## config.mk

```make
export PLATFORM = sky130hd
export DESIGN_NAME = fifo_queue_with_stats
export DESIGN_NICKNAME = d
export VERILOG_FILES = /design/src/rtl/core/fqs_pkg.sv /design/src/rtl/core/fqs_ram.sv /design/src/rtl/core/fifo_queue_with_stats.sv
export SDC_FILE = /design/constraint.sdc
export NUM_CORES = 2
export LEC_CHECK = 0
export BUFFER_PORTS_ARGS = -buffer_cell sky130_fd_sc_hd__buf_2
export CORE_ASPECT_RATIO = 1.4
export CORE_MARGIN = 2
export CORE_UTILIZATION = 50
export CTS_CLUSTER_SIZE = 14
export DETAILED_ROUTE_END_ITERATION = 10
export GPL_ROUTABILITY_DRIVEN = 0
export PLACE_DENSITY = 0.71
export SLEW_MARGIN = 20
export SYNTH_ARGS = -nofsm -noshare
export SYNTH_HDL_FRONTEND = slang
export SYNTH_SLANG_ARGS = --single-unit
```

## constraint.sdc

```tcl
create_clock -name i_clk -period 8.5 [get_ports i_clk]
set_clock_uncertainty 0.1 [all_clocks]
set_input_delay 0.85 -clock i_clk [delete_from_list [all_inputs] [get_ports i_clk]]
set_output_delay 0.85 -clock i_clk [all_outputs]
set_load 0.05 [all_outputs]
```

## src/rtl/core/fqs_pkg.sv

```systemverilog
`timescale 1ns / 1ps
// types and constants shared by the queue with statistics
package fqs_pkg;

    localparam int VALUE_W = 32;
    localparam int TIME_W  = 32;
    localparam int SUM_W   = 36;
    localparam int COUNT_W = 5;

    typedef enum logic {
        MODE_PUSH = 1'b0,
        MODE_POP  = 1'b1
    } t_mode;

    typedef enum logic [1:0] {
        ST_IDLE,
        ST_PUSH_CMP,
        ST_POP_LD
    } t_state;

    typedef struct packed {
        t_mode                      mode;
        logic signed [VALUE_W-1:0]  entry_value;
        logic signed [TIME_W-1:0]   entry_time;
    } t_req;

    typedef struct packed {
        logic signed [VALUE_W-1:0]  front_value;
        logic signed [TIME_W-1:0]   front_time;
        logic                       is_empty;
        logic [COUNT_W-1:0]         entry_count;
        logic signed [SUM_W-1:0]    value_sum;
        logic signed [VALUE_W-1:0]  largest_value;
        logic                       overflow;
    } t_res;

endpackage

```

## src/rtl/core/fqs_ram.sv

```systemverilog
`timescale 1ns / 1ps
// generic simple dual-port ram with registered read
module fqs_ram #(
    parameter int WIDTH = 32,
    parameter int DEPTH = 16
) (
    input  logic                     i_clk,
    input  logic                     i_we,
    input  logic [$clog2(DEPTH)-1:0] i_waddr,
    input  logic [WIDTH-1:0]         i_wdata,
    input  logic [$clog2(DEPTH)-1:0] i_raddr,
    output logic [WIDTH-1:0]         o_rdata
);

    logic [WIDTH-1:0] r_mem [DEPTH];
    logic [WIDTH-1:0] r_rdata;

    always_ff @(posedge i_clk) begin
        if (i_we) begin
            r_mem[i_waddr] <= i_wdata;
        end
        r_rdata <= r_mem[i_raddr];
    end

    assign o_rdata = r_rdata;

endmodule

```

## src/rtl/core/fifo_queue_with_stats.sv

```systemverilog
`timescale 1ns / 1ps
// bounded fifo queue of value/time entries with count, sum and maximum
//
// A request is taken at a rising edge with start high and busy low. Its
// i_req.mode selects a push of entry_value/entry_time at the rear or a pop
// of the front entry. Exactly one result per request appears on o_res for
// one cycle with o_strobe high; the receiver cannot stall it.
// Entries live in a ring ram; the running maximum is kept in a second ram
// holding a non-increasing candidate deque of (value, position) pairs.
// Path of a request, from acceptance to the strobe:
//   pop of a non-empty queue: via ST_POP_LD (ram read of the new front)
//   pop of an empty queue, push into a full queue: answered from ST_IDLE
//   push: in ST_PUSH_CMP until no smaller candidate is at the deque back
//   (each entry is dropped from the deque at most once)
// Set by the registered ram read and the deque back-scan loop.
// The strobe comes in the cycle busy falls, so a new request may be taken
// while a result is shown. Reset empties the queue at once; ram contents
// are not cleared since only held entries are ever read.
module fifo_queue_with_stats #(
    parameter int QUEUE_DEPTH = 16
) (
    input  logic          i_clk,
    input  logic          i_rst_n,
    input  logic          start,
    output logic          busy,
    input  fqs_pkg::t_req i_req,
    output logic          o_strobe,
    output fqs_pkg::t_res o_res
);

    localparam int AW   = $clog2(QUEUE_DEPTH);
    localparam int CW   = $clog2(QUEUE_DEPTH + 1);
    localparam int VW   = fqs_pkg::VALUE_W;
    localparam int TW   = fqs_pkg::TIME_W;
    localparam int SW   = fqs_pkg::SUM_W;
    localparam int EW   = VW + TW;
    localparam int DW   = AW + VW;

    function automatic logic [AW-1:0] f_inc(input logic [AW-1:0] x);
        return (x == AW'(QUEUE_DEPTH - 1)) ? '0 : AW'(x + AW'(1));
    endfunction

    function automatic logic [AW-1:0] f_dec(input logic [AW-1:0] x);
        return (x == '0) ? AW'(QUEUE_DEPTH - 1) : AW'(x - AW'(1));
    endfunction

    fqs_pkg::t_state r_state, n_state;
    logic [AW-1:0]        r_rd_idx, n_rd_idx;
    logic [AW-1:0]        r_wr_idx, n_wr_idx;
    logic [CW-1:0]        r_fill, n_fill;
    logic signed [SW-1:0] r_sum, n_sum;
    logic signed [VW-1:0] r_front_val, n_front_val;
    logic signed [TW-1:0] r_front_time, n_front_time;
    logic [AW-1:0]        r_dq_head, n_dq_head;
    logic [AW-1:0]        r_dq_tail, n_dq_tail;
    logic [CW-1:0]        r_dq_cnt, n_dq_cnt;
    logic signed [VW-1:0] r_dq_val, n_dq_val;
    logic [AW-1:0]        r_dq_pos, n_dq_pos;
    logic                 r_dq_pop, n_dq_pop;
    logic signed [VW-1:0] r_val, n_val;
    logic [AW-1:0]        r_push_pos, n_push_pos;
    logic                 r_strobe;
    fqs_pkg::t_res        r_res, n_res;
    logic                 w_finish;
    logic                 w_ovf;

    logic                 w_ent_we;
    logic [AW-1:0]        w_ent_waddr;
    logic [EW-1:0]        w_ent_wdata;
    logic [AW-1:0]        w_ent_raddr;
    logic [EW-1:0]        w_ent_rdata;
    logic                 w_dq_we;
    logic [AW-1:0]        w_dq_waddr;
    logic [DW-1:0]        w_dq_wdata;
    logic [AW-1:0]        w_dq_raddr;
    logic [DW-1:0]        w_dq_rdata;
    logic signed [VW-1:0] w_dq_rval;
    logic [fqs_pkg::COUNT_W+CW-1:0] w_cnt_ext;

    fqs_ram #(.WIDTH(EW), .DEPTH(QUEUE_DEPTH)) u_entry_ram (
        .i_clk   (i_clk),
        .i_we    (w_ent_we),
        .i_waddr (w_ent_waddr),
        .i_wdata (w_ent_wdata),
        .i_raddr (w_ent_raddr),
        .o_rdata (w_ent_rdata)
    );

    fqs_ram #(.WIDTH(DW), .DEPTH(QUEUE_DEPTH)) u_deque_ram (
        .i_clk   (i_clk),
        .i_we    (w_dq_we),
        .i_waddr (w_dq_waddr),
        .i_wdata (w_dq_wdata),
        .i_raddr (w_dq_raddr),
        .o_rdata (w_dq_rdata)
    );

    assign w_dq_rval = w_dq_rdata[VW-1:0];

    always_ff @(posedge i_clk) begin
        if (!i_rst_n) begin
            r_state   <= fqs_pkg::ST_IDLE;
            r_rd_idx  <= '0;
            r_wr_idx  <= '0;
            r_fill    <= '0;
            r_sum     <= '0;
            r_dq_head <= '0;
            r_dq_tail <= '0;
            r_dq_cnt  <= '0;
            r_dq_pop  <= 1'b0;
            r_strobe  <= 1'b0;
        end else begin
            r_state   <= n_state;
            r_rd_idx  <= n_rd_idx;
            r_wr_idx  <= n_wr_idx;
            r_fill    <= n_fill;
            r_sum     <= n_sum;
            r_dq_head <= n_dq_head;
            r_dq_tail <= n_dq_tail;
            r_dq_cnt  <= n_dq_cnt;
            r_dq_pop  <= n_dq_pop;
            r_strobe  <= w_finish;
        end
    end

    always_ff @(posedge i_clk) begin
        r_front_val  <= n_front_val;
        r_front_time <= n_front_time;
        r_dq_val     <= n_dq_val;
        r_dq_pos     <= n_dq_pos;
        r_val        <= n_val;
        r_push_pos   <= n_push_pos;
        if (w_finish) begin
            r_res <= n_res;
        end
    end

    always_comb begin
        n_state      = r_state;
        n_rd_idx     = r_rd_idx;
        n_wr_idx     = r_wr_idx;
        n_fill       = r_fill;
        n_sum        = r_sum;
        n_front_val  = r_front_val;
        n_front_time = r_front_time;
        n_dq_head    = r_dq_head;
        n_dq_tail    = r_dq_tail;
        n_dq_cnt     = r_dq_cnt;
        n_dq_val     = r_dq_val;
        n_dq_pos     = r_dq_pos;
        n_dq_pop     = r_dq_pop;
        n_val        = r_val;
        n_push_pos   = r_push_pos;
        w_finish     = 1'b0;
        w_ovf        = 1'b0;
        w_ent_we     = 1'b0;
        w_ent_waddr  = r_wr_idx;
        w_ent_wdata  = {i_req.entry_time, i_req.entry_value};
        w_ent_raddr  = f_inc(r_rd_idx);
        w_dq_we      = 1'b0;
        w_dq_waddr   = r_dq_tail;
        w_dq_wdata   = {r_push_pos, r_val};
        w_dq_raddr   = f_dec(r_dq_tail);

        unique case (r_state)
            fqs_pkg::ST_IDLE: begin
                if (start) begin
                    if (i_req.mode == fqs_pkg::MODE_PUSH) begin
                        if (r_fill >= CW'(QUEUE_DEPTH)) begin
                            w_ovf    = 1'b1;
                            w_finish = 1'b1;
                        end else begin
                            w_ent_we   = 1'b1;
                            n_wr_idx   = f_inc(r_wr_idx);
                            n_fill     = CW'(r_fill + CW'(1));
                            n_sum      = r_sum + {{(SW - VW){i_req.entry_value[VW-1]}},
                                                  i_req.entry_value};
                            n_val      = i_req.entry_value;
                            n_push_pos = r_wr_idx;
                            if (r_fill == '0) begin
                                n_front_val  = i_req.entry_value;
                                n_front_time = i_req.entry_time;
                            end
                            n_state = fqs_pkg::ST_PUSH_CMP;
                        end
                    end else if (r_fill != '0) begin
                        n_sum    = r_sum - {{(SW - VW){r_front_val[VW-1]}}, r_front_val};
                        n_rd_idx = f_inc(r_rd_idx);
                        n_fill   = CW'(r_fill - CW'(1));
                        n_dq_pop = (r_dq_cnt != '0) && (r_dq_pos == r_rd_idx);
                        if (n_dq_pop) begin
                            n_dq_head = f_inc(r_dq_head);
                            n_dq_cnt  = CW'(r_dq_cnt - CW'(1));
                        end
                        w_dq_raddr = f_inc(r_dq_head);
                        n_state    = fqs_pkg::ST_POP_LD;
                    end else begin
                        w_finish = 1'b1;
                    end
                end
            end
            fqs_pkg::ST_PUSH_CMP: begin
                // drop smaller candidates from the deque back
                if ((r_dq_cnt != '0) && (w_dq_rval < r_val)) begin
                    n_dq_tail  = f_dec(r_dq_tail);
                    n_dq_cnt   = CW'(r_dq_cnt - CW'(1));
                    w_dq_raddr = f_dec(f_dec(r_dq_tail));
                end else begin
                    w_dq_we   = 1'b1;
                    n_dq_tail = f_inc(r_dq_tail);
                    n_dq_cnt  = CW'(r_dq_cnt + CW'(1));
                    if (r_dq_cnt == '0) begin
                        n_dq_val = r_val;
                        n_dq_pos = r_push_pos;
                    end
                    w_finish = 1'b1;
                    n_state  = fqs_pkg::ST_IDLE;
                end
            end
            fqs_pkg::ST_POP_LD: begin
                n_front_val  = w_ent_rdata[VW-1:0];
                n_front_time = w_ent_rdata[EW-1:VW];
                if (r_dq_pop) begin
                    n_dq_val = w_dq_rval;
                    n_dq_pos = w_dq_rdata[DW-1:VW];
                end
                w_finish = 1'b1;
                n_state  = fqs_pkg::ST_IDLE;
            end
            default: begin
                n_state = fqs_pkg::ST_IDLE;
            end
        endcase
    end

    assign w_cnt_ext = {{fqs_pkg::COUNT_W{1'b0}}, n_fill};

    always_comb begin
        n_res.front_value   = (n_fill != '0) ? n_front_val : '0;
        n_res.front_time    = (n_fill != '0) ? n_front_time : '0;
        n_res.is_empty      = (n_fill == '0);
        n_res.entry_count   = w_cnt_ext[fqs_pkg::COUNT_W-1:0];
        n_res.value_sum     = n_sum;
        n_res.largest_value = (n_fill != '0) ? n_dq_val : '0;
        n_res.overflow      = w_ovf;
    end

    assign busy     = (r_state != fqs_pkg::ST_IDLE);
    assign o_strobe = r_strobe;
    assign o_res    = r_res;

    a_strobe_idle: assert property (@(posedge i_clk) disable iff (!i_rst_n)
        r_strobe |-> r_state == fqs_pkg::ST_IDLE)
        else $error("result strobe while a request is still in work");

    a_accept_progress: assert property (@(posedge i_clk) disable iff (!i_rst_n)
        (start && !busy) |=> (busy || r_strobe))
        else $error("accepted request neither in work nor answered");

    a_deque_matches_fill: assert property (@(posedge i_clk) disable iff (!i_rst_n)
        (r_state == fqs_pkg::ST_IDLE) |-> ((r_fill == '0) == (r_dq_cnt == '0)))
        else $error("candidate deque empty state disagrees with fill count");

    a_fill_bound: assert property (@(posedge i_clk) disable iff (!i_rst_n)
        (r_fill <= CW'(QUEUE_DEPTH)) && (r_dq_cnt <= r_fill || busy))
        else $error("fill or deque count out of range");

    a_overflow_full: assert property (@(posedge i_clk) disable iff (!i_rst_n)
        (r_strobe && r_res.overflow) |-> r_fill == CW'(QUEUE_DEPTH))
        else $error("overflow flagged on a queue that is not full");

endmodule
```

Yosys cells after proc, flatten, opt, wreduce, memory -nomap -nowiden

Memories as Yosys holds them, arrays and structs flattened. A register that Yosys moved wholly into a read port is not among the register bits.
Cells that the tools add are included.
W data, S select, Z words.

RAM bits: 1600
Bits in registers: 341
Latch bits: 0
Word-level logic and storage cells: 147
Bits of input ports: 68
Memories: 2
Memory bits (read-only): 0

Add/sub/neg operators: 12
Reductions and logical operators: 21
Divide/modulo/power cells: 0
Muxes and demuxes: 67
Bitwise gates (word level): 4
$mul: 0
Magnitude comparators: 2
Equal/unequal tests: 16
Shifts and indexed selects: 0

Memories:

| name              | depth | bits a word | read ports | clocked after memory_dff | write ports | line          | source |
|---|---|---|---|---|---|---|---|
| u_entry_ram.r_mem | 16    | 64          | 1          | 1                        | 1           | fqs_ram.sv:15 | `logic [WIDTH-1:0] r_mem [DEPTH];` |
| u_deque_ram.r_mem | 16    | 36          | 1          | 1                        | 1           | fqs_ram.sv:15 |  |

Operators with widths:

| kind                  | number |
|---|---|
| $mux W32              | 11 |
| $pmux W32 S2          | 3 |
| $mux W36              | 5 |
| $mux W4               | 14 |
| $mux W5               | 10 |
| $add A36 B36 Y36      | 1 |
| $sub A36 B36 Y36      | 1 |
| $lt A32 B32 Y1        | 1 |
| $add A4 B1 Y4 const B | 4 |
| $eq A4 B4 Y1 const B  | 4 |
| $pmux W4 S2           | 2 |
| $reduce_and A4 Y1     | 4 |
| $logic_not A5 Y1      | 3 |
| $reduce_bool A5 Y1    | 3 |
| $mux W1               | 14 |
| $ne A2 B2 Y1 const B  | 7 |
| $add A5 B1 Y5 const B | 2 |
| $mux W2               | 5 |
| $pmux W5 S2           | 1 |
| $reduce_and A5 Y1     | 2 |
| $sub A5 B1 Y5 const B | 2 |
| $logic_not A4 Y1      | 2 |
| $sub A4 B1 Y4 const B | 2 |
| $ne A3 B3 Y1 const B  | 2 |
| other kinds (11)      | 17 |

Logic depth before layout (Yosys ltp)

Word-level depth: 7
Depth in mapped cells: 16
Gate-level depth less buffers: 13

Modules after synthesis

From an unflattened synthesis, not the netlist that was laid out.

Cell total of the unflattened synthesis: 4573
Area, all modules: 81012.7 um2

By module, submodules not included:

| module                 | area an instance (um2) | cells each | times used | seq. area each (um2) |
|---|---|---|---|---|
| fqs_ram at u_entry_ram | 39581.7                | 1647       | 1          | 32030.7 |
| fqs_ram at u_deque_ram | 22318.9                | 938        | 1          | 18017.3 |
| fifo_queue_with_stats  | 19112.1                | 1988       | 1          | 8618.3 |

Worst setup path before layout

OpenSTA, ideal clock, no wires.

Path type: reg2reg
Start: register r_val[31]
End: register r_res, in the netlist o_res[0], enable pin
Arrival time: 8.134 ns
Path slack: -0.373 ns
Period minus slack after synthesis: 8.873 ns
Required time: 7.761 ns
Stages on the path, launching flop included: 13
Cells stage by stage: edfxtp_1 -> inv_1 -> ha_1 -> nand2_1 -> o21ai_0 -> o22ai_1 -> a22o_1 -> or2_1 -> buf_6 -> nor2_1 -> clkbuf_1 -> nor3_1 -> nor2_1

Word-level cells in the longest chain between the ends: 4

RTL lines:

| element                | line                         | source |
|---|---|---|
| from (decl)            | fifo_queue_with_stats.sv:60  | `logic signed [VW-1:0] r_val, n_val;` |
| from (signal assigned) | fifo_queue_with_stats.sv:131 | `r_val <= n_val;` |
| $lt A32 B32 Y1         | fifo_queue_with_stats.sv:204 | `if ((r_dq_cnt != '0) && (w_dq_rval < r_val)) begin` |
| $logic_and A1 B1 Y1    | fifo_queue_with_stats.sv:204 |  |
| $mux W1                | fifo_queue_with_stats.sv:204 |  |
| $pmux W1 S3            | fifo_queue_with_stats.sv:165 | `unique case (r_state)` |
| named net w_finish     | fifo_queue_with_stats.sv:64  | `logic w_finish;` |
| to (signal assigned)   | fifo_queue_with_stats.sv:134 | `r_res <= n_res;` |
| to (decl)              | fifo_queue_with_stats.sv:63  | `fqs_pkg::t_res r_res, n_res;` |

The timed path passes the listed nets, and every way through them passes these cells.
A chain may end at the register's enable or synchronous reset.

Worst setup path in the final report

Start: register r_val[31]
End: register u_deque_ram.r_rdata[22] (netlist: u_deque_ram.o_rdata[22]), read port of u_deque_ram.r_mem

Word-level cells in the longest chain between the ends: 4

RTL lines:

| element             | line                         | source |
|---|---|---|
| $lt A32 B32 Y1      | fifo_queue_with_stats.sv:204 |  |
| $logic_and A1 B1 Y1 | fifo_queue_with_stats.sv:204 |  |
| $mux W4             | fifo_queue_with_stats.sv:204 |  |
| $pmux W4 S2         | fifo_queue_with_stats.sv:165 |  |
| to (decl)           | fqs_ram.sv:16                | `logic [WIDTH-1:0] r_rdata;` |

Every way passes these cells.

==> summary.txt <==
Place
  • Placed Area: approximately 0.085 mm2
  • Dpl ws: around 3200 ps
  • Final HPWL DP: between 100000 and 150000 um
  • PortBufs: around 210

STA
  • Setup-failing EPs final: 0
  • Slew Viols, Final: 0
  • Max frequency: ~180 MHz
  • Setup_tns: 0 ps
  • Final worst path period need: approximately 5500 ps
  • Hold Fails Final Rpt: 0
  • Worst Slack Setup Final: 2950 ps
  • RSZ-0062 raised after global routing: false
  • Final period util: 0.653
  • Worst slew pin tran: around 1200 ps
  • Slew headroom: 0.183

Clock tree
  • Clock buffer depth: 3
  • Number of post-CTS setup repair buffers: 0
  • Total CTS buffers: between 150 and 200
  • Sink Count: between 2000 and 2500
  • Htree depth: 4
  • Post-CTS sizing: 0
  • CTS tree: done
  • CTS Hold Buffers Added: 0
  • Worst-path clk slew: 60 ps
  • Worst skew pair latency: around 840 ps
  • Root buf cell: clkbuf_16

Setup path
  • R2R Path Start: r_val[31]$_DFFE_PP_
  • Path depth of the worst reg2reg path: 13
  • CP max FO: 20
  • CP Capture Type: flip-flop
  • Crit path kind: flip-flop to flip-flop
  • CP Launch Type: flip-flop
  • Crit path DAT: 6140 ps
  • Required time of the critical path: approximately 9000 ps
  • Setup crit start: r_val[31]$_DFFE_PP_

Hold path
  • HP Start: i_req[28]
  • Hold path depth: 1
  • Hold Path Class: input port to flip-flop

Synthesis
  • Synth Instances: 4729
  • Syn. warnings: 0
  • Sequential area share after synthesis: 0.725
  • Post-synth EDFFs: ~1800
  • Synth Register Bits: ~2000
  • Net count after synthesis: 4919
  • Share of synthesized registers carrying an async set or reset: 0
  • Netlist Area Pre-Place: about 0.081 mm2
  • Top_reg_cell synth: edfxtp_1
  • Synthesized area per cell: approximately 17 um2
  • Distinct cells, synth: 81

Floorplan
  • FP Rows: 174
  • Initial Util: 0.504
  • IO Pins: roughly 210
  • Die width: about 340 um
  • Die Span Y: between 400 and 500 um
  • Core box area: between 0.15 and 0.2 mm2
  • DIE AREA: 0.165 mm2

Final layout
  • Area Growth Syn to Fin: 11.9%
  • Layout Nets: about 5100
  • Util after Layout: 0.564
  • Multi-input logic area: about 0.021 mm2
  • Fill cell count: ~12000
  • Final instance area: slightly above 0.09 mm2
  • Share of cells above drive strength 1: 0.186
  • FF+latch area: between 0.05 and 0.06 mm2

Drt
  • Starting DRC count in detailed routing: 5571
  • Drt drc: 0
  • Routed Antenna Nets: 0
  • DR WL/cell: 28.4 um
  • WL final: between 200000 and 250000 um
  • Vias after detailed routing: 45100
  • Via density per instance: a little over 6
  • Pre-antenna DRT Iters: 7

Power and ir drop
  • P_sw: ~0.0072 W
  • VDD IR max: 224 uV
  • Final Power: roughly 0.025 W
  • Sw frac: 0.287
  • Cell Pwr Density: 276 mW/mm2
  • Combinational share of power: 0.191
  • Leak: just over 30 nW
  • Cell internal pwr: around 0.018 W
  • Clock power frac: 0.330
  • Seq pwr share: 0.479

GRT
  • Vias in the first global route: 45300
  • Antenna violations before repair: 37
  • GRT overflow: 0
  • Largest net degree at the start of global routing: 145
  • GR Util All Layers: 0.248
  • First-pass GRT wire length: 298000 um

Flow run
  • Maxcap violations: 0

Run status
  • Outcome: finished, final reports clean
cell usage in the layout (no fill, tap or decap), types with 19 or more instances in the layout:
| master | count |
|---|---|
| edfxtp_1 | 1779 |
| xor2_1 | 26 |
| a21o_1 | 28 |
| xnor2_1 | 43 |
| mux2i_1 | 157 |
| a22o_1 | 69 |
| buf_4 | 75 |
| inv_1 | 102 |
| clkinv_2 | 19 |
| a221o_1 | 66 |
| mux4_2 | 318 |
| a32oi_1 | 147 |
| nand2_1 | 511 |
| ha_1 | 117 |
| and4_1 | 40 |
| nor2_1 | 91 |
| nor2b_1 | 68 |
| clkbuf_16 | 185 |
| a21oi_1 | 162 |
| and2_1 | 33 |
| buf_2 | 208 |
| o21ai_0 | 71 |
| dfxtp_1 | 262 |
| nor3_1 | 24 |
| clkbuf_1 | 73 |
| o21a_1 | 53 |
| clkinv_1 | 20 |
synthesized netlist by cell type (18+ instances only):
library cell / n / area, um2
nor2_1: 108 / 405
nand4_1: 18 / 113
a21oi_1: 163 / 816
mux4_2: 318 / 7160
a22o_1: 69 / 604
inv_1: 103 / 387
clkbuf_1: 152 / 571
nor2b_1: 68 / 425
dfxtp_1: 262 / 5250
mux2i_1: 157 / 1570
nand3_1: 19 / 95.1
nor3_1: 28 / 140
ha_1: 120 / 1500
and2_1: 33 / 206
a21o_1: 28 / 210
nand2_1: 512 / 1920
nand2b_1: 18 / 113
buf_2: 42 / 210
o21a_1: 54 / 405
o21ai_0: 71 / 355
and4_1: 40 / 350
buf_1: 36 / 135
a32oi_1: 147 / 1290
and3_1: 27 / 169
xnor2_1: 44 / 385
edfxtp_1: 1779 / 53400
xor2_1: 26 / 228
a221o_1: 66 / 661
through the flow:
stage          cells  hold WS (ps)
2_1_floorplan   4729           306
3_3_place_gp    6881           348
3_5_place_dp    6882           351
4_1_cts         7227           237
5_1_grt         7230           283
6_report        7236           288
sequential cells by signal (all words and copies together) (netlist names), 5 cells and up:
name / count
u_entry_ram.r_mem: 1024
r_dq_val: 32
r_val: 32
r_front_val: 32
r_fill: 5
r_dq_cnt: 5
o_res: 139
u_deque_ram.r_mem: 576
r_front_time: 32
u_deque_ram.o_rdata: 36
r_sum: 36
u_entry_ram.o_rdata: 64
cells by family after synthesis:
| group | count (synthesis) | synth area share |
|---|---|---|
| compound gates | 734 | 0.0670 |
| simple gates | 920 | 0.0537 |
| mux | 481 | 0.109 |
| xor+xnor | 70 | 0.00757 |
| buf+inv | 361 | 0.0192 |
| flops | 2041 | 0.725 |
| fa+ha+maj | 122 | 0.0190 |
metal layers:
metal / vias to the layer above / routed length [um] / GRT usage
li1: 19200 / - / -
met1: 23100 / 77500 / 0.325
met2: 2302 / 100000 / 0.408
met3: 435 / 21400 / 0.0602
met4: 42 / 6330 / 0.0851
met5: - / 264 / 0
area by class of cell:
type | count | share of cell area
multi-input combinational | 2327 | 0.232
tap | 2112 | 0.0292
clock inverter | 69 | 0.00969
inverter | 107 | 0.00445
sequential | 2041 | 0.647
timing repair buffer | 295 | 0.0203
clock buffer | 276 | 0.0568
antenna | 9 | 0.000249
power by group through the flow:
| stage | combinational [W] | sequential [W] | clock [W] |
|---|---|---|---|
| after CTS | 0.00475 | 0.0120 | 0.00836 |
| after global routing | 0.00514 | 0.0120 | 0.00873 |
| after floorplan | 0.00288 | 0.0125 | 0 |
| after global placement | 0.00464 | 0.0122 | 0 |
| after detailed placement | 0.00472 | 0.0122 | 0 |
| final | 0.00479 | 0.0120 | 0.00826 |
final timing paths:
path	to	slack (ps)
min reg2reg	r_front_val[8]$_DFF_P_	370
min	u_entry_ram.r_mem[4][60]$_DFFE_PP_	290
max	u_deque_ram.o_rdata[22]$_DFF_P_	2950
max reg2reg	u_deque_ram.o_rdata[22]$_DFF_P_	2950
critical path, stage by stage, from the launching register on:
cell      delay [ps]
edfxtp_1         710
inv_1             90
ha_1             350
nor2b_1          210
o211ai_2          90
a311oi_1         800
and4bb_4         390
or2_1            350
nand4_1          180
and3_1           290
nor3_4           980
buf_4            520
a32oi_1          100
and4_1           240
No activity file was read; power rests on OpenSTA's default activity.
